--- src/hw/rtl/drtbs_pkg.sv ---
package drtbs_pkg;

  // Field and datapath widths
  localparam int OPCODE_W    = 2;
  localparam int LEN_W       = 16;
  localparam int TIME_W      = 63;
  localparam int STATUS_W    = 3;
  localparam int BYTES_W     = 32;
  localparam int RATE_W      = 40;
  localparam int TOKEN_W     = 40;
  localparam int CFG_INDEX_W = 3;
  localparam int CFG_DATA_W  = 40;

  // len * 1e9 stays below 2^46 for any 16-bit length
  localparam int PRODUCT_W = 46;
  localparam int DIV_CNT_W = $clog2(PRODUCT_W);

  localparam logic [29:0] NS_PER_SEC = 30'd1000000000;

  // Reset values of the configuration registers
  localparam logic [RATE_W-1:0]  RATE_RESET      = RATE_W'(125000000);
  localparam logic [RATE_W-1:0]  PEAK_RESET      = '0;
  localparam logic [TOKEN_W-1:0] DEPTH_RESET     = TOKEN_W'(1000000);
  localparam logic [TOKEN_W-1:0] MIN_BURST_RESET = '0;
  localparam logic [BYTES_W-1:0] LIMIT_RESET     = BYTES_W'(65536);
  localparam logic [BYTES_W-1:0] MAX_PKT_RESET   = BYTES_W'(65535);

  typedef enum logic [OPCODE_W-1:0] {
    OP_ENQUEUE = 2'd0,
    OP_DEQUEUE = 2'd1,
    OP_RESTART = 2'd2
  } opcode_t;

  typedef enum logic [STATUS_W-1:0] {
    STATUS_QUEUED      = 3'd0,
    STATUS_DROP_BIG    = 3'd1,
    STATUS_DROP_FULL   = 3'd2,
    STATUS_SENT        = 3'd3,
    STATUS_HELD_OVER   = 3'd4,
    STATUS_HELD_BEHIND = 3'd5,
    STATUS_RESTARTED   = 3'd6
  } status_t;

  typedef enum logic [CFG_INDEX_W-1:0] {
    CFG_RATE      = 3'd0,
    CFG_PEAK      = 3'd1,
    CFG_DEPTH     = 3'd2,
    CFG_MIN_BURST = 3'd3,
    CFG_LIMIT     = 3'd4,
    CFG_MAX_PKT   = 3'd5
  } cfg_index_t;

  typedef struct packed {
    logic [RATE_W-1:0]  rate;
    logic [RATE_W-1:0]  peak;
    logic [TOKEN_W-1:0] depth;
    logic [TOKEN_W-1:0] min_burst;
    logic [BYTES_W-1:0] backlog_limit;
    logic [BYTES_W-1:0] max_packet;
  } cfg_t;

  typedef struct packed {
    logic busy;
    logic done;
  } div_stat_t;

  typedef enum logic [2:0] {
    S_IDLE,
    S_DECODE,
    S_CLAMP,
    S_FILL,
    S_DIV_PEAK,
    S_DIV_MAIN,
    S_DECIDE,
    S_RESULT
  } state_t;

endpackage

--- src/hw/rtl/drtbs_cfg.sv ---
module drtbs_cfg import drtbs_pkg::*; (
  input  logic                   clk,
  input  logic                   rst,
  input  logic                   cfg_valid,
  output logic                   cfg_ready,
  input  logic [CFG_INDEX_W-1:0] cfg_index,
  input  logic [CFG_DATA_W-1:0]  cfg_data,
  output cfg_t                   cfg
);

  // Writes are taken whenever out of reset; out-of-range indexes are ignored
  assign cfg_ready = !rst;

  always_ff @(posedge clk) begin
    if (rst) begin
      cfg.rate          <= RATE_RESET;
      cfg.peak          <= PEAK_RESET;
      cfg.depth         <= DEPTH_RESET;
      cfg.min_burst     <= MIN_BURST_RESET;
      cfg.backlog_limit <= LIMIT_RESET;
      cfg.max_packet    <= MAX_PKT_RESET;
    end else if (cfg_valid && cfg_ready) begin
      case (cfg_index)
        CFG_RATE:      cfg.rate          <= cfg_data[RATE_W-1:0];
        CFG_PEAK:      cfg.peak          <= cfg_data[RATE_W-1:0];
        CFG_DEPTH:     cfg.depth         <= cfg_data[TOKEN_W-1:0];
        CFG_MIN_BURST: cfg.min_burst     <= cfg_data[TOKEN_W-1:0];
        CFG_LIMIT:     cfg.backlog_limit <= cfg_data[BYTES_W-1:0];
        CFG_MAX_PKT:   cfg.max_packet    <= cfg_data[BYTES_W-1:0];
        default: ;
      endcase
    end
  end

endmodule

--- src/hw/rtl/drtbs_div.sv ---
module drtbs_div import drtbs_pkg::*; (
  input  logic                 clk,
  input  logic                 rst,
  input  logic                 start,
  input  logic [PRODUCT_W-1:0] dividend,
  input  logic [RATE_W-1:0]    divisor,
  output div_stat_t            stat,
  output logic [PRODUCT_W-1:0] quotient
);

  localparam logic [DIV_CNT_W-1:0] DIV_LAST = DIV_CNT_W'(PRODUCT_W - 1);

  logic                 busy;
  logic                 done;
  logic [DIV_CNT_W-1:0] cnt;
  logic [RATE_W-1:0]    rem;
  logic [PRODUCT_W-1:0] quo;
  logic [RATE_W-1:0]    dvs;
  logic [RATE_W:0]      trial;
  logic [RATE_W+1:0]    diff;
  logic                 fits;

  // One restoring step: shift in the next dividend bit, try a subtract.
  // A zero divisor always fits, so the quotient comes out all ones.
  assign trial = {rem, quo[PRODUCT_W-1]};
  assign diff  = {1'b0, trial} - {2'b00, dvs};
  assign fits  = !diff[RATE_W+1];

  assign stat.busy = busy;
  assign stat.done = done;
  assign quotient  = quo;

  // Step counter and handshake flags
  always_ff @(posedge clk) begin
    if (rst) begin
      busy <= 1'b0;
      done <= 1'b0;
      cnt  <= '0;
    end else begin
      done <= 1'b0;
      if (start) begin
        busy <= 1'b1;
        cnt  <= '0;
      end else if (busy) begin
        cnt <= cnt + 1'b1;
        if (cnt == DIV_LAST) begin
          busy <= 1'b0;
          done <= 1'b1;
        end
      end
    end
  end

  // Remainder and dividend/quotient shift register
  always_ff @(posedge clk) begin
    if (start) begin
      rem <= '0;
      quo <= dividend;
      dvs <= divisor;
    end else if (busy) begin
      rem <= fits ? diff[RATE_W-1:0] : trial[RATE_W-1:0];
      quo <= {quo[PRODUCT_W-2:0], fits};
    end
  end

`ifndef SYNTH
  assert property (@(posedge clk) disable iff (rst) start |-> !busy)
    else $error("divider started while busy");
  assert property (@(posedge clk) disable iff (rst) done |=> !done)
    else $error("divider done not a single pulse");
  assert property (@(posedge clk) disable iff (rst) (!busy && !start) |=> $stable(quo))
    else $error("quotient changed while divider idle");
`endif

endmodule

--- src/hw/rtl/dual_rate_token_bucket_shaper.sv ---
// Dual-rate token bucket shaper, tokens held as nanoseconds.
// Input channel (in_valid/in_stall): opcode, packet_length, now_ns. A transaction
// is taken when in_valid is high and in_stall is low. One item is worked at a time;
// in_stall stays high from the transaction until its result is registered.
// Output channel (out_valid/out_stall): status, backlog_bytes, overlimit_count,
// one result per item (the unused opcode gives none). The result sits in an output
// register, so the next item can be taken while the receiver still stalls it.
// Config channel (cfg_valid/cfg_ready): six registers, to be written only while idle
// (the block does not enforce this); ready whenever rst is low.
// States per item, from transaction to the next possible transaction:
//   enqueue, restart, dequeue with clock behind: decode, result; unused opcode: decode
//   dequeue: decode, clamp, fill, peak divide (peak on), main divide, decide, result
// The dequeue path uses one radix-2 divider (46 steps) computing length*1e9/rate
// once per active bucket.
// The result shows on the outputs in the cycle the block is ready for the next item.
// Reset (rst, synchronous) loads the register defaults, clears tokens, checkpoint,
// backlog and overlimit count, and empties the output register; in_stall is high
// and cfg_ready low while rst is high.
// While out_stall holds the output register full, a finished result waits inside.
module dual_rate_token_bucket_shaper import drtbs_pkg::*; (
  input  logic                   clk,
  input  logic                   rst,
  input  logic                   in_valid,
  output logic                   in_stall,
  input  logic [OPCODE_W-1:0]    opcode,
  input  logic [LEN_W-1:0]       packet_length,
  input  logic [TIME_W-1:0]      now_ns,
  output logic                   out_valid,
  input  logic                   out_stall,
  output logic [STATUS_W-1:0]    status,
  output logic [BYTES_W-1:0]     backlog_bytes,
  output logic [BYTES_W-1:0]     overlimit_count,
  input  logic                   cfg_valid,
  output logic                   cfg_ready,
  input  logic [CFG_INDEX_W-1:0] cfg_index,
  input  logic [CFG_DATA_W-1:0]  cfg_data
);

  cfg_t                 cfg;
  state_t               state;
  state_t               state_next;
  div_stat_t            div_stat;
  logic                 div_start;
  logic [RATE_W-1:0]    div_divisor;
  logic [PRODUCT_W-1:0] quotient;
  logic                 load_out;

  // Captured item and working registers
  opcode_t              op_r;
  logic [LEN_W-1:0]     len_r;
  logic [TIME_W-1:0]    now_r;
  logic [TIME_W-1:0]    elapsed_r;
  logic [PRODUCT_W-1:0] product_r;
  logic [TOKEN_W-1:0]   refill_r;
  logic [TOKEN_W-1:0]   main_lvl;
  logic [TOKEN_W-1:0]   peak_lvl;
  logic [TOKEN_W-1:0]   main_left;
  logic [TOKEN_W-1:0]   peak_left;
  logic                 main_ok;
  logic                 peak_ok;
  status_t              res_status;

  // Architected state
  logic [TOKEN_W-1:0]   main_tokens;
  logic [TOKEN_W-1:0]   peak_tokens;
  logic [TIME_W-1:0]    checkpoint_time;
  logic [BYTES_W-1:0]   queued_bytes;
  logic [BYTES_W-1:0]   refusal_count;

  // Datapath terms
  logic                 peak_on;
  logic                 too_big;
  logic [BYTES_W:0]     enq_sum;
  logic                 over_limit;
  logic                 behind;
  logic [TIME_W-1:0]    elapsed;
  logic                 refill_big;
  logic [TOKEN_W:0]     main_sum;
  logic [TOKEN_W:0]     peak_sum;
  logic [TOKEN_W-1:0]   main_fill;
  logic [TOKEN_W-1:0]   peak_fill;
  logic [TOKEN_W-1:0]   lvl_sel;
  logic                 covers;
  logic [TOKEN_W-1:0]   left;
  logic                 send_ok;
  logic [BYTES_W-1:0]   backlog_drop;

  drtbs_cfg u_cfg (
    .clk       (clk),
    .rst       (rst),
    .cfg_valid (cfg_valid),
    .cfg_ready (cfg_ready),
    .cfg_index (cfg_index),
    .cfg_data  (cfg_data),
    .cfg       (cfg)
  );

  drtbs_div u_div (
    .clk      (clk),
    .rst      (rst),
    .start    (div_start),
    .dividend (product_r),
    .divisor  (div_divisor),
    .stat     (div_stat),
    .quotient (quotient)
  );

  // Enqueue checks
  assign peak_on    = (cfg.peak != '0);
  assign too_big    = BYTES_W'(len_r) > cfg.max_packet;
  assign enq_sum    = {1'b0, queued_bytes} + (BYTES_W + 1)'(len_r);
  assign over_limit = enq_sum > {1'b0, cfg.backlog_limit};

  // Elapsed time and refill
  assign behind     = now_r < checkpoint_time;
  assign elapsed    = now_r - checkpoint_time;
  assign refill_big = elapsed_r > TIME_W'(cfg.depth);

  // Bucket levels before the charge
  assign main_sum  = {1'b0, refill_r} + {1'b0, main_tokens};
  assign peak_sum  = {1'b0, refill_r} + {1'b0, peak_tokens};
  assign main_fill = (main_sum > {1'b0, cfg.depth})     ? cfg.depth     : main_sum[TOKEN_W-1:0];
  assign peak_fill = (peak_sum > {1'b0, cfg.min_burst}) ? cfg.min_burst : peak_sum[TOKEN_W-1:0];

  // Shared charge compare for whichever bucket the divider just served
  assign lvl_sel = (state == S_DIV_PEAK) ? peak_lvl : main_lvl;
  assign covers  = PRODUCT_W'(lvl_sel) >= quotient;
  assign left    = lvl_sel - quotient[TOKEN_W-1:0];

  assign send_ok      = main_ok && peak_ok;
  assign backlog_drop = (queued_bytes > BYTES_W'(len_r)) ?
                        (queued_bytes - BYTES_W'(len_r)) : '0;

  // Sequencer state register
  always_ff @(posedge clk) begin
    if (rst) begin
      state <= S_IDLE;
    end else begin
      state <= state_next;
    end
  end

  // Next state, divider control and output load
  always_comb begin
    state_next  = state;
    div_start   = 1'b0;
    div_divisor = cfg.rate;
    load_out    = 1'b0;
    in_stall    = 1'b1;
    case (state)
      S_IDLE: begin
        in_stall = rst;
        if (in_valid) begin
          state_next = S_DECODE;
        end
      end
      S_DECODE: begin
        case (op_r)
          OP_ENQUEUE, OP_RESTART: state_next = S_RESULT;
          OP_DEQUEUE:             state_next = behind ? S_RESULT : S_CLAMP;
          default:                state_next = S_IDLE;
        endcase
      end
      S_CLAMP: begin
        state_next = S_FILL;
      end
      S_FILL: begin
        div_start = 1'b1;
        if (peak_on) begin
          div_divisor = cfg.peak;
          state_next  = S_DIV_PEAK;
        end else begin
          state_next = S_DIV_MAIN;
        end
      end
      S_DIV_PEAK: begin
        if (div_stat.done) begin
          div_start  = 1'b1;
          state_next = S_DIV_MAIN;
        end
      end
      S_DIV_MAIN: begin
        if (div_stat.done) begin
          state_next = S_DECIDE;
        end
      end
      S_DECIDE: begin
        state_next = S_RESULT;
      end
      S_RESULT: begin
        if (!out_valid || !out_stall) begin
          load_out   = 1'b1;
          state_next = S_IDLE;
        end
      end
      default: begin
        state_next = S_IDLE;
      end
    endcase
  end

  // Tokens, checkpoint, backlog, refusal count and output valid
  always_ff @(posedge clk) begin
    if (rst) begin
      main_tokens     <= '0;
      peak_tokens     <= '0;
      checkpoint_time <= '0;
      queued_bytes    <= '0;
      refusal_count   <= '0;
      out_valid       <= 1'b0;
    end else begin
      if (load_out) begin
        out_valid <= 1'b1;
      end else if (!out_stall) begin
        out_valid <= 1'b0;
      end
      case (state)
        S_DECODE: begin
          case (op_r)
            OP_ENQUEUE: begin
              if (!too_big && !over_limit) begin
                queued_bytes <= enq_sum[BYTES_W-1:0];
              end
            end
            OP_RESTART: begin
              main_tokens     <= cfg.depth;
              peak_tokens     <= cfg.min_burst;
              checkpoint_time <= now_r;
              queued_bytes    <= '0;
            end
            default: ;
          endcase
        end
        S_DECIDE: begin
          if (send_ok) begin
            checkpoint_time <= now_r;
            main_tokens     <= main_left;
            peak_tokens     <= peak_left;
            queued_bytes    <= backlog_drop;
          end else begin
            refusal_count <= refusal_count + 1'b1;
          end
        end
        default: ;
      endcase
    end
  end

  // Item capture, working registers and output payload
  always_ff @(posedge clk) begin
    if (in_valid && !in_stall) begin
      op_r  <= opcode_t'(opcode);
      len_r <= packet_length;
      now_r <= now_ns;
    end
    case (state)
      S_DECODE: begin
        elapsed_r <= elapsed;
        product_r <= PRODUCT_W'(len_r) * PRODUCT_W'(NS_PER_SEC);
        case (op_r)
          OP_ENQUEUE: begin
            if (too_big) begin
              res_status <= STATUS_DROP_BIG;
            end else if (over_limit) begin
              res_status <= STATUS_DROP_FULL;
            end else begin
              res_status <= STATUS_QUEUED;
            end
          end
          OP_DEQUEUE: res_status <= STATUS_HELD_BEHIND;
          OP_RESTART: res_status <= STATUS_RESTARTED;
          default: ;
        endcase
      end
      S_CLAMP: begin
        refill_r <= refill_big ? cfg.depth : elapsed_r[TOKEN_W-1:0];
      end
      S_FILL: begin
        main_lvl <= main_fill;
        peak_lvl <= peak_fill;
        if (!peak_on) begin
          peak_ok   <= 1'b1;
          peak_left <= '0;
        end
      end
      S_DIV_PEAK: begin
        if (div_stat.done) begin
          peak_ok   <= covers;
          peak_left <= left;
        end
      end
      S_DIV_MAIN: begin
        if (div_stat.done) begin
          main_ok   <= covers;
          main_left <= left;
        end
      end
      S_DECIDE: begin
        res_status <= send_ok ? STATUS_SENT : STATUS_HELD_OVER;
      end
      default: ;
    endcase
    if (load_out) begin
      status          <= res_status;
      backlog_bytes   <= queued_bytes;
      overlimit_count <= refusal_count;
    end
  end

`ifndef SYNTH
  assert property (@(posedge clk) disable iff (rst)
    (refusal_count != $past(refusal_count)) |-> (refusal_count == $past(refusal_count) + 1'b1))
    else $error("overlimit count moved by more than one");
  assert property (@(posedge clk) disable iff (rst)
    (state == S_DECIDE && send_ok) |=> (checkpoint_time == $past(now_r)))
    else $error("checkpoint not moved on send");
  assert property (@(posedge clk) disable iff (rst)
    (state == S_RESULT && out_valid && out_stall) |=> (state == S_RESULT && out_valid))
    else $error("result overwrote a stalled output");
  assert property (@(posedge clk) disable iff (rst)
    (state == S_DECODE && op_r == OP_DEQUEUE && behind) |=>
      ($stable(main_tokens) && $stable(peak_tokens) && $stable(refusal_count)))
    else $error("clock-behind dequeue changed bucket state");
`endif

endmodule
--- config.mk ---
export PLATFORM = sky130hd
export DESIGN_NAME = dual_rate_token_bucket_shaper
export DESIGN_NICKNAME = d
export VERILOG_FILES = /design/src/hw/rtl/drtbs_pkg.sv /design/src/hw/rtl/drtbs_cfg.sv /design/src/hw/rtl/drtbs_div.sv /design/src/hw/rtl/dual_rate_token_bucket_shaper.sv
export SDC_FILE = /design/constraint.sdc
export NUM_CORES = 2
export LEC_CHECK = 0
export ABC_AREA = 1
export BUFFER_PORTS_ARGS = -buffer_cell sky130_fd_sc_hd__buf_2
export CAP_MARGIN = 40
export CORE_UTILIZATION = 50
export CTS_BUF_LIST = sky130_fd_sc_hd__clkbuf_16
export DETAILED_ROUTE_END_ITERATION = 10
export GPL_ROUTABILITY_DRIVEN = 0
export GPL_TIMING_DRIVEN = 1
export PLACE_DENSITY = 0.75
export SETUP_SLACK_MARGIN = 0.2
export SYNTH_ARGS = -nofsm -noshare
export SYNTH_HDL_FRONTEND = slang
export SYNTH_SLANG_ARGS = --single-unit
--- constraint.sdc ---
create_clock -name clk -period 10 [get_ports clk]
set_input_delay 0.5 -clock clk [delete_from_list [all_inputs] [get_ports clk]]
set_output_delay 0.5 -clock clk [all_outputs]
set_load 0.05 [all_outputs]
== Word level (Yosys, flattened, before mapping) ==
Index checks and enable logic that the tools add are counted.

* Bits in registers: 1022
* Bits of input ports: 129

* $add $sub $neg: 9
* Multipliers: 1
* Order comparisons: 8
* Eq/ne operators: 26
* Multiplexer cells: 53
* Bitwise logic cells: 2
* Reductions and logical operators: 35

{| class="wikitable"
|+ Operator list
! cell !! count
|-
| 2-to-1 mux 40 bit || 13
|-
| case mux 40 bit (2 select lines) || 3
|-
| case mux 32 bit (2 select lines) || 2
|-
| 2-to-1 mux 63 bit || 2
|-
| case mux 63 bit (2 select lines) || 1
|-
| 2-to-1 mux 32 bit || 3
|-
| 2-to-1 mux 46 bit || 2
|-
| adder 40 x 40 -> 41 bit || 2
|-
| greater-than comparator 41 x 40 -> 1 bit || 2
|-
| greater-than comparator 63 x 40 -> 1 bit || 1
|-
| less-than comparator 63 bit || 1
|-
| subtractor 63 bit || 1
|-
| greater-or-equal comparator 40 x 46 -> 1 bit || 1
|-
| subtractor 41 x 40 -> 42 bit || 1
|-
| nonzero test 40 bit || 1
|-
| subtractor 40 bit || 1
|-
| multiplier 16 x 21 -> 37 bit, second input constant || 1
|-
| adder 32 x 16 -> 33 bit || 1
|-
| greater-than comparator 33 x 32 -> 1 bit || 1
|-
| adder 32 x 1 -> 32 bit, second input constant || 1
|-
| greater-than comparator 16 x 32 -> 1 bit || 1
|-
| greater-than comparator 32 x 16 -> 1 bit || 1
|-
| subtractor 32 x 16 -> 32 bit || 1
|-
| case mux 3 bit (8 select lines) || 1
|-
| other kinds (30) || 89
|}

== Longest topological paths before layout ==
* Depth in word-level cells: 7
* Depth in mapped cells: 34
* Gate-level depth less buffers: 33

== Cells and area by module ==
Synthesis repeated with hierarchy kept, for this count alone.

* Cells, all modules: 9024
* Area, all modules: 68714.7 µm²

{| class="wikitable"
|+ By module, submodules not included
! module !! instances !! cells each !! area an instance (µm²) !! seq. area each (µm²)
|-
| dual_rate_token_bucket_shaper || 1 || 6482 || 51187.8 || 17827.1
|-
| drtbs_div || 1 || 1308 || 8912.3 || 3543.4
|-
| drtbs_cfg || 1 || 1234 || 8614.5 || 4484.3
|}

== Worst setup path after synthesis ==
No wires, ideal clock.

* Path type: register to register
* Start point: register state[1]
* End point: register u_div.quo[0], in the netlist u_div.quotient[0], enable pin
* Setup time: 403 ps
* Data arrival time: 5617 ps
* Data required time: 9597 ps
* Slack: 3980 ps
* Cell stages (with the launch flop): 7
* Path buffers: 0
* Clock period less this slack: 6020 ps
* Cells stage by stage: dfxtp_1 > nand2_1 > nor2_1 > inv_1 > nand2_1 > nor2_1 > inv_1

* Word-level cells in the longest chain between the ends: 3

{| class="wikitable"
|+ RTL lines
! what !! line !! RTL
|-
| start: declaration || dual_rate_token_bucket_shaper.sv:40 || <nowiki>state_t state;</nowiki>
|-
| start signal: assignment || dual_rate_token_bucket_shaper.sv:139 || <nowiki>state <= state_next;</nowiki>
|-
| equality test 3 bit / equality test 3 x 2 -> 1 bit (equally long branches) || dual_rate_token_bucket_shaper.sv:150 || <nowiki>case (state)</nowiki>
|-
| case mux 1 bit (2 select lines) (*) || dual_rate_token_bucket_shaper.sv:150 ||
|-
| nonzero test 2 bit (no source line) (*) || - ||
|-
| end signal: assignment || drtbs_div.sv:58 || <nowiki>quo <= dividend;</nowiki>
|-
| end signal: assignment || drtbs_div.sv:62 || <nowiki>quo <= {quo[PRODUCT_W-2:0], fits};</nowiki>
|-
| end: declaration || drtbs_div.sv:17 || <nowiki>logic [PRODUCT_W-1:0] quo;</nowiki>
|}

Every way passes the cells marked *; elsewhere a longest branch is shown, timed or not.
A chain may end at the register's enable or synchronous reset.

== Final worst setup path ==
* Start point: register len_r[5]
* End point: register product_r[35] (data pin)

* Word-level cells in the longest chain between the ends: 1

{| class="wikitable"
|+ RTL lines
! what !! line !! RTL
|-
| start: declaration || dual_rate_token_bucket_shaper.sv:50 || <nowiki>logic [LEN_W-1:0] len_r;</nowiki>
|-
| start signal: assignment || dual_rate_token_bucket_shaper.sv:253 || <nowiki>len_r <= packet_length;</nowiki>
|-
| multiplier 16 x 21 -> 37 bit || dual_rate_token_bucket_shaper.sv:259 || <nowiki>product_r <= PRODUCT_W'(len_r) * PRODUCT_W'(NS_PER_SEC);</nowiki>
|-
| end signal: assignment || dual_rate_token_bucket_shaper.sv:259 ||
|-
| end: declaration || dual_rate_token_bucket_shaper.sv:53 || <nowiki>logic [PRODUCT_W-1:0] product_r;</nowiki>
|}

Every way passes these cells.

==> key figures <==
Outcome
  • Status: finished with violations
  • Failing checks: design-rule violations

Drt
  • Wirelength per Cell: around 21 um
  • Via/cell ratio: ~5.8
  • DRC: 1
  • Drt pass-1 iters: 11
  • Routed via count: between 60000 and 70000
  • 1st-iter DRT viols: 7376
  • Routed WL: about 220 mm
  • Residual antenna-violating net count after detailed routing: 0

Timing
  • Hold slack: 0.126 ns
  • Setup TNS: 0 ns
  • Unrepaired setup endpoints after global routing: false
  • Final period util: 0.613
  • Slew headroom: 0.373
  • Worst Skew: between 0.05 and 0.06 ns
  • Final hold violation count: 0
  • Final worst slack: around 3.9 ns
  • Slew @ Worst Pin: roughly 0.94 ns
  • Max frequency: 0.163 GHz
  • Final setup viols: 0
  • Min cycle time layout: between 6 and 7 ns
  • Max Transition Viols Final: 0

Clocking
  • Clk sinks: between 1000 and 1500
  • Clock Latency Late Sink: roughly 0.76 ns
  • Clock slew at reported path FFs: 0.06 ns
  • CTS buffer count: between 100 and 150
  • Clk Tree Root Cell: clkbuf_16
  • Resized cells post-CTS: 0
  • CTS Buffer Depth: 3
  • H-tree depth: 3
  • TritonCTS clock tree: yes

Power
  • Pwr dens: around 370 nW/um^2
  • Peak supply drop: between 600 and 700 uV
  • P_sw: 13.5 mW
  • Share of power burned in registers: 0.231
  • Clock power share: 0.155
  • Leakage: ~32 nW
  • Combinational power share: 0.613
  • Sw Share: 0.491
  • Pint: 14.0 mW

Final layout
  • Fillcell total: roughly 12000
  • Layout cells sized above 1: 0.0574
  • Fin cells: a little over 10000
  • Register area: roughly 26000 um^2
  • Net count, final: between 9000 and 10000
  • Post-Layout Inst Area: approximately 74000 um^2
  • Syn-to-layout area delta: 11.2%
  • Multi-input gate area: roughly 35000 um^2

Critical path
  • R2R cell count: 20
  • Critical Setup Path Class: reg2reg
  • CP Capture Type: flop
  • Worst EP required: ~10 ns
  • FF-to-FF setup slack: 3.87 ns
  • Critical Path AT: 6.63 ns
  • Slowest CP cell: edfxtp_1
  • RR Startpoint: len_r[5]
  • Crit path launch type: flop
  • Crit path buffers/inverters: 5
  • R2r endpoint: product_r[35]
  • Top Family by Delay on Critical Path: adder cells
  • Critical path's largest stage delay: ~0.65 ns
  • Critical path cell sequence: inv_1, ha_1, fa_1, fa_1, inv_1, fa_1, inv_1, fa_1, inv_1, fa_1, ha_1, nand2_1, nor2_1, nand4_1, o21ai_0, a21boi_0, o21ai_0, nand2_1, inv_1, nor2_1
  • Largest fanout on the critical path: 10

Logic synthesis
  • Yosys reg bits: slightly above 1000
  • Ys flop type: edfxtp_1
  • Sequential element share of the synthesized area: 0.391
  • Syn_nets: 9154
  • Most numerous cell in the Yosys netlist: nand2_1
  • Share of synthesized registers carrying an async set or reset: 0
  • Unique cell type count in the Yosys netlist: 62
  • Area leader, netlist: edfxtp_1
  • Area contributors post-synth: edfxtp_1 (24%), dfxtp_1 (15%), ha_1 (11%)
  • Synthesized area per cell: 7.96 um^2
  • Ys Warns: 0
  • Mapped Cells: ~8300
  • Post-synth top area share: 0.245
  • Post-Synthesis Cell Area: 66100 um^2
  • Synth top cells by count: nand2_1 (1716), inv_1 (1179), nor2_1 (767)
  • Post-synth EDFFs: about 540

Placement
  • Post-Place Setup Slack: between 3 and 4 ns
  • Dpl cells: 10074
  • Port Buf Inserts: between 150 and 200
  • HPWL Detailed: roughly 160 mm
  • Area of placed instances: 68900 um^2

Worst hold path
  • Worst Hold Class: in2reg
  • Hold path endpoint: refusal_count[31]
  • Hold depth: 2
  • Hold path start: rst

Die
  • Die W: approximately 370 um
  • # IOs: between 150 and 200
  • Die area: around 130000 um^2
  • Starting density of the core: 0.504
  • Chip height: about 370 um
  • Row count: 133
  • CORE AREA: 131000 um^2

Global routing
  • First-pass GRT wire length: approximately 320 mm
  • Largest net degree at the start of global routing: roughly 110
  • GRT Overall Usage: 0.317
  • Vias in the first global route: 55996
  • GRT overflow: 0
  • Initial antenna violation count: 18

Job
  • Max-cap violations: 0
## registers in the layout, indices dropped and copies added, names as in the netlist, 6 cells and up
name	cells
refusal_count	32
queued_bytes	32
u_div.quotient	46
refill_r	40
u_div.cnt	6
main_tokens	40
peak_left	40
len_r	16
overlimit_count	32
peak_lvl	40
main_lvl	40
backlog_bytes	32
main_left	40
now_r	63
product_r	37
checkpoint_time	63
u_cfg.cfg	224
peak_tokens	40
u_div.rem	40
elapsed_r	63
u_div.dvs	40
## logic make-up after synthesis
family / Yosys count / share of synthesized area
simple gates: 3143 / 0.196
buf+inv: 1440 / 0.0829
fa+ha+maj: 716 / 0.151
xor+xnor: 261 / 0.0346
mux: 1 / 0.000151
flops: 1022 / 0.391
compound gates: 1726 / 0.144
## area by class of cell
class	instances	share of cell area
clock inverters	97	0.0125
diodes	23	0.000783
inverters	1200	0.0614
well taps	1755	0.0299
repair buffers	331	0.0308
clock buffers	113	0.0385
flip-flops and latches	1022	0.352
multi-input cells	5847	0.475
## through the flow
step,util,power [mW]
after global routing,0.560,29.6
after global placement,0.524,22.3
after detailed placement,0.525,22.7
after floorplan,-,18.2
final,0.560,27.5
after CTS,0.560,27.1
## per-layer routing
metal,GRT usage,up-vias,wire length [um]
met5,0,-,138
met1,0.412,27895,84200
met3,0.0767,775,26000
met4,0.194,24,15100
met2,0.477,3375,91200
li1,-,28151,-
## timing repair
action | in CTS | in global routing
buffers inserted | 0 | 0
hold buffers | 81 | 0
hold endpoints to repair | 81 | 0
## layout by cell type, fill, tap and decap left out, types with 39 or more instances in the layout
cell	count
a21o_1	49
a21oi_1	613
a31oi_1	130
buf_2	198
buf_4	46
clkbuf_16	113
dfxtp_1	483
dlygate4sd3_1	81
edfxtp_1	539
fa_1	139
ha_1	577
inv_1	1200
nand2_1	1712
nand3_1	360
nand4_1	94
nor2_1	759
nor3_1	78
nor4_1	50
o211ai_1	50
o21ai_0	698
o21bai_1	39
o31ai_1	41
xnor2_1	81
xor2_1	180
## worst max-delay path by stage
stage	start	to	slack [ns]	depth (start not counted)
6_report	len_r[5]	product_r[35]	3.87	20
2_1_floorplan	state[1]	u_div.quotient[0]	3.98	6
3_5_place_dp	len_r[5]	product_r[35]	3.96	20
3_3_place_gp	len_r[5]	product_r[35]	4.06	20
5_1_grt	len_r[5]	product_r[35]	3.44	20
4_1_cts	len_r[5]	product_r[35]	3.94	20
## power groups by stage
| stage | clock network (mW) | logic (mW) | registers [mW] |
|---|---|---|---|
| floorplan | 0 | 12.0 | 6.25 |
| finish | 4.27 | 16.9 | 6.38 |
| CTS | 4.30 | 16.4 | 6.35 |
| global route | 4.47 | 18.7 | 6.42 |
| global placement | 0 | 15.9 | 6.41 |
| detailed placement | 0 | 16.3 | 6.43 |
Power figures use the tool's default switching activity.
